===== config.mk =====
export PLATFORM = sky130hd
export DESIGN_NAME = decimal_digit_square_root
export DESIGN_NICKNAME = d
export VERILOG_FILES = /design/src/sv/dds_pkg.sv /design/src/sv/dds_step.sv /design/src/sv/dds_seq.sv /design/src/sv/decimal_digit_square_root.sv
export SDC_FILE = /design/constraint.sdc
export NUM_CORES = 1
export LEC_CHECK = 0
export BUFFER_PORTS_ARGS = -buffer_cell sky130_fd_sc_hd__buf_4
export CAP_MARGIN = 20
export CORE_MARGIN = 2
export CORE_UTILIZATION = 40
export CTS_BUF_LIST = sky130_fd_sc_hd__clkbuf_8
export CTS_CLUSTER_SIZE = 24
export DETAILED_ROUTE_END_ITERATION = 6
export PLACE_DENSITY = 0.57
export SLEW_MARGIN = 20
export SYNTH_ARGS = -nofsm -noshare
export SYNTH_HDL_FRONTEND = slang
export SYNTH_SLANG_ARGS = --single-unit

===== constraint.sdc =====
create_clock -name clk_i -period 8.6 [get_ports clk_i]
set_input_delay 0.86 -clock clk_i [delete_from_list [all_inputs] [get_ports clk_i]]
set_output_delay 0.86 -clock clk_i [all_outputs]
set_load 0.005 [all_outputs]

===== src/sv/dds_pkg.sv =====
package dds_pkg;

  localparam int IntDigits  = 8;
  localparam int FracDigits = 4;

  localparam int RadW  = 40;
  localparam int RootW = 27;
  localparam int RemW  = 28;

  // scaled radicand holds one bit pair per root bit
  localparam int SW     = 2 * RootW;
  localparam int IterW  = $clog2(RootW);
  localparam int StepW  = RemW + 2;

  function automatic longint unsigned pow10(input int n);
    longint unsigned p;
    p = 1;
    for (int i = 0; i < n; i++) begin
      p = p * 10;
    end
    return p;
  endfunction

  localparam longint unsigned RadMax = pow10(IntDigits + FracDigits) - 1;
  localparam longint unsigned Scale  = pow10(FracDigits);
  localparam int ScaleW = $clog2(Scale + 1);

  localparam logic [RadW-1:0]   RadMaxK   = RadW'(RadMax);
  localparam logic [ScaleW-1:0] ScaleK    = ScaleW'(Scale);
  localparam logic [IterW-1:0]  IterFirst = IterW'(RootW - 1);

  typedef enum logic [3:0] {
    StIdle  = 4'b0001,
    StScale = 4'b0010,
    StIter  = 4'b0100,
    StDone  = 4'b1000
  } state_e;

  typedef struct packed {
    logic scale;
    logic iter;
    logic done;
  } ctrl_t;

endpackage


===== src/sv/dds_step.sv =====
module dds_step (
  input  logic [dds_pkg::RemW-1:0]  rem_i,
  input  logic [1:0]                pair_i,
  input  logic [dds_pkg::RootW-1:0] root_i,
  output logic [dds_pkg::RemW-1:0]  rem_o,
  output logic [dds_pkg::RootW-1:0] root_o
);
  import dds_pkg::*;

  logic [StepW-1:0] rem_sh;
  logic [StepW-1:0] trial;
  logic [StepW-1:0] diff;
  logic             ge;

  // trial value is four times the partial root plus one
  assign rem_sh = {rem_i, pair_i};
  assign trial  = {1'b0, root_i, 2'b01};
  assign ge     = rem_sh >= trial;
  assign diff   = rem_sh - trial;

  assign rem_o  = ge ? diff[RemW-1:0] : rem_sh[RemW-1:0];
  assign root_o = {root_i[RootW-2:0], ge};

endmodule


===== src/sv/dds_seq.sv =====
module dds_seq (
  input  logic           clk_i,
  input  logic           rst_ni,
  input  logic           start_i,
  output dds_pkg::ctrl_t ctrl_o,
  output logic           busy_o
);
  import dds_pkg::*;

  state_e           state_q, state_d;
  logic [IterW-1:0] cnt_q, cnt_d;

  always_comb begin
    state_d = state_q;
    cnt_d   = cnt_q;
    unique case (state_q)
      StIdle: begin
        if (start_i) begin
          state_d = StScale;
        end
      end
      StScale: begin
        state_d = StIter;
        cnt_d   = IterFirst;
      end
      StIter: begin
        if (cnt_q == '0) begin
          state_d = StDone;
        end else begin
          cnt_d = cnt_q - 1'b1;
        end
      end
      StDone: begin
        state_d = StIdle;
      end
      default: begin
        state_d = StIdle;
      end
    endcase
  end

  always_ff @(posedge clk_i or negedge rst_ni) begin
    if (!rst_ni) begin
      state_q <= StIdle;
      cnt_q   <= '0;
    end else begin
      state_q <= state_d;
      cnt_q   <= cnt_d;
    end
  end

  assign ctrl_o.scale = state_q == StScale;
  assign ctrl_o.iter  = state_q == StIter;
  assign ctrl_o.done  = state_q == StDone;
  assign busy_o       = state_q != StIdle;

endmodule


===== src/sv/decimal_digit_square_root.sv =====
// Square root of a fixed-point radicand with four fractional decimal digits (value
// times 10000, above 999999999999 saturated). root_o is the root times 10000
// truncated, remainder_o is radicand*10000 minus root_o squared and exact_o flags a
// zero remainder. A transfer is taken when start_i is high and busy_o is low; busy_o
// then stays high and the result is shown for one cycle with done_o, and the
// receiver cannot stall it. No new transfer is taken until the result has been shown:
// a scale state multiplies the radicand by 10000, then a single compare-subtract
// unit settles one root bit per cycle, then a done state presents the result.
module decimal_digit_square_root (
  input  logic                      clk_i,
  input  logic                      rst_ni,
  input  logic                      start_i,
  input  logic [dds_pkg::RadW-1:0]  radicand_i,
  output logic                      busy_o,
  output logic                      done_o,
  output logic [dds_pkg::RootW-1:0] root_o,
  output logic                      exact_o,
  output logic [dds_pkg::RemW-1:0]  remainder_o
);
  import dds_pkg::*;

  ctrl_t            ctrl;
  logic             accept;
  logic [RadW-1:0]  rad_q;
  logic [SW-1:0]    s_q;
  logic [SW-1:0]    prod;
  logic [RemW-1:0]  rem_q;
  logic [RootW-1:0] root_q;
  logic [RemW-1:0]  rem_next;
  logic [RootW-1:0] root_next;

  assign accept = start_i && !busy_o;
  assign prod   = SW'(rad_q) * SW'(ScaleK);

  dds_seq u_seq (
    .clk_i   (clk_i),
    .rst_ni  (rst_ni),
    .start_i (accept),
    .ctrl_o  (ctrl),
    .busy_o  (busy_o)
  );

  dds_step u_step (
    .rem_i  (rem_q),
    .pair_i (s_q[SW-1 -: 2]),
    .root_i (root_q),
    .rem_o  (rem_next),
    .root_o (root_next)
  );

  always_ff @(posedge clk_i) begin
    if (accept) begin
      rad_q <= (radicand_i > RadMaxK) ? RadMaxK : radicand_i;
    end
    if (ctrl.scale) begin
      s_q    <= prod;
      rem_q  <= '0;
      root_q <= '0;
    end else if (ctrl.iter) begin
      s_q    <= {s_q[SW-3:0], 2'b00};
      rem_q  <= rem_next;
      root_q <= root_next;
    end
  end

  assign done_o      = ctrl.done;
  assign root_o      = root_q;
  assign remainder_o = rem_q;
  assign exact_o     = rem_q == '0;

  a_done_busy : assert property (@(posedge clk_i) disable iff (!rst_ni)
    done_o |-> busy_o)
    else $error("result strobe outside a busy period");

  a_accept_no_done : assert property (@(posedge clk_i) disable iff (!rst_ni)
    (start_i && !busy_o) |=> (busy_o && !done_o))
    else $error("result strobe right after a transfer was taken");

  a_done_idle : assert property (@(posedge clk_i) disable iff (!rst_ni)
    done_o |=> (!busy_o && !done_o))
    else $error("block not idle after the result");

  a_rem_bound : assert property (@(posedge clk_i) disable iff (!rst_ni)
    done_o |-> ({1'b0, remainder_o} <= {1'b0, root_o, 1'b0}))
    else $error("remainder above twice the root");

endmodule

==> impl_metrics.ini <==
[synth]
async_flop_share = 0.0584
yosysWarningCount = 0
synthCells = 1663
yosysTopAreaCell = edfxtp_1
synth_common_cells = inv_1, ha_1, nand2_1, fa_1, o21ai_0
synth_cell_type_count = 75
yosysSeqAreaShare = 0.273
post-synth-top-count-cell = inv_1
synthFlopType = edfxtp_1
synthesis.area_um2 = 14800
synthTopCellsByArea = edfxtp_1, ha_1, fa_1
synth.top_cell.area_share = 0.183
syn_area_per_cell_um2 = 8.89
synth_edf_count = 90
ys_ff_latch = 154
postSynthNetCount = 1986

[detailed_routing]
num_vias = 11500
via_per_inst = 5.22
wire_per_inst_um = 15.8
drt_wl_total_um = 34900
ant_nets = 0
dr.first_iter.drc_count = 697
drtPass1Iterations = 5
drc = 0

[setup_path]
critical_path_class = reg -> reg
worstPathArrival_ps = 5990
setup.worst_path.start_class = flip-flop
cp_data_required_time_ps = 8860
cp_common_cell = inv_1
end_kind = flip-flop
cp_max_fo = 6
path_cells = inv_1 > fa_1 > inv_1 > ha_1 > fa_1 > ha_1 > inv_1 > fa_1 > inv_1 > ha_1 > a21oi_1 > a21boi_0 > a311oi_1 > o2111ai_1 > a41oi_1 > o31a_1 > o21ai_0 > a221o_1
slowest_delay_ps = 570
cp_slowest_cell = fa_1

[floorplanning]
die_w_um = 196
rows = 70
core_um2 = 36500
dieArea_um2 = 38500
die_y_um = 196
initial_core_util = 0.405
ios = 101

[clock_tree]
cts_max_level = 4
cts_tree = done
cts_setup_buffers = 0
clk_latency_ps = 510
path_clk_slew_ps = 100
root_buffer = clkbuf_8
cts_max_path_buffers = 2
ctsResizeCount = 0
cts_made_buffers = 17
cts.sinks = 154
cts.hold.buffers_added = 0

[cells_and_area]
diodes = 0
drive_above_1_share = 0.103
syn_to_final_growth_pct = 10.6
fillCellCount = 3575
nNetsFinal = 2050

[place]
dp_hpwl_um = 27200
gp_congestion = 0.849
numPortBuffers = 100

[global_route]
antenna_found_initial = 0
grtUsageTotal = 0.187
grt_start_max_net_pins = 96
grt_overflow = 0
grt_pass1_wl_um = 58000
grt_pass1_vias = 11400

[timing]
hold_viol = 0
period_needed_ps = 5730
fin_setup_tns_ps = 0
max_slew_margin = 0.342
finalMaxSlewViolations = 0
period_share = 0.666
fmax_mhz = 174
worstMarginPinSlew_ps = 987
fin_skew_ps = 17.1
rsz0062_at_grt = false
setup_violations = 0

[hold_path]
min_path_type = in -> async

[job]
max_cap_violations = 0

[run_status]
outcome = finished clean
==> cells by family after synthesis <==
group	count (synthesis)	share of synthesized area
compound gates	371	0.164
flops	154	0.273
buf+inv	384	0.0989
simple gates	408	0.134
fa+ha+maj	280	0.291
mux	4	0.00288
xor+xnor	62	0.0367
==> stage by stage <==
stage / hold WS (ps) / cells / setup slack (ps) / util / area (um^2)
after floorplan: 461 / 1663 / 3510 / - / 14800
after global placement: 474 / 2176 / 2860 / 0.437 / 16000
after detailed placement: 475 / 2176 / 2840 / 0.437 / 16000
after CTS: 121 / 2208 / 2850 / 0.448 / 16400
after global routing: 130 / 2208 / 2500 / 0.448 / 16400
final: 162 / 2208 / 2870 / 0.448 / 16400
==> flip-flops by register name, summed over array words and instances (netlist names) <==
name,cells
rad_q,40
u_seq.cnt_q,5
s_q,50
u_seq.state_q,4
root_o,27
remainder_o,28
==> critical path, delay by kind of cell (launching register included) <==
kind | cells | cell delay (ps)
adder cells (fa/ha/maj) | 6 | 2550
AO/OA/AOI/OAI | 8 | 2260
flip-flops | 1 | 380
buffers and inverters | 4 | 300
==> routing by layer <==
metal / global-route usage / vias to the layer above / part of all wire
met1: 0.255 / 5545 / 0.49
met4: 0.0354 / 0 / 0.0091
met5: 0 / - / 0
met2: 0.316 / 204 / 0.47
li1: - / 5761 / -
met3: 0.0301 / 23 / 0.033
==> final cells by class <==
type	count	area [um^2]	share of cell area
multi-input cells	1125	9310	0.569
flip-flops and latches	154	4030	0.246
inverters	318	1190	0.0730
repair buffers	111	833	0.0509
well taps	468	586	0.0358
clock buffers	17	234	0.0143
clock inverters	15	170	0.0104
==> cell usage in the layout (no fill, tap or decap), drive strengths merged, types with 55 or more instances in the layout <==
master    n
fa      107
buf     111
o21ai   103
ha      173
dfxtp    55
inv     328
a21oi    97
nand2   168
nor2     55
edfxtp   90
==> worst paths after layout <==
kind / startpoint / to / slack [ps] / cells past startpoint
worst min-delay path: rst_ni / u_seq.state_q[1]$_DFFE_PN0P_ / 160 / 1
worst min register to register: root_o[6]$_SDFFE_PP0N_ / root_o[7]$_SDFFE_PP0N_ / 490 / 2
min in group clk_i: root_o[6]$_SDFFE_PP0N_ / root_o[7]$_SDFFE_PP0N_ / 490 / 2
max in group asynchronous: rst_ni / u_seq.state_q[0]$_DFFE_PN1P_ / 8220 / 1
worst max-delay path: rad_q[10]$_SDFFCE_PN1P_ / s_q[50]$_DFFE_PN_ / 2870 / 18
worst max register to register: rad_q[10]$_SDFFCE_PN1P_ / s_q[50]$_DFFE_PN_ / 2870 / 18
Power is not shown: default switching activity piles up to over one toggle a cycle in this logic, so the estimate is an artifact.
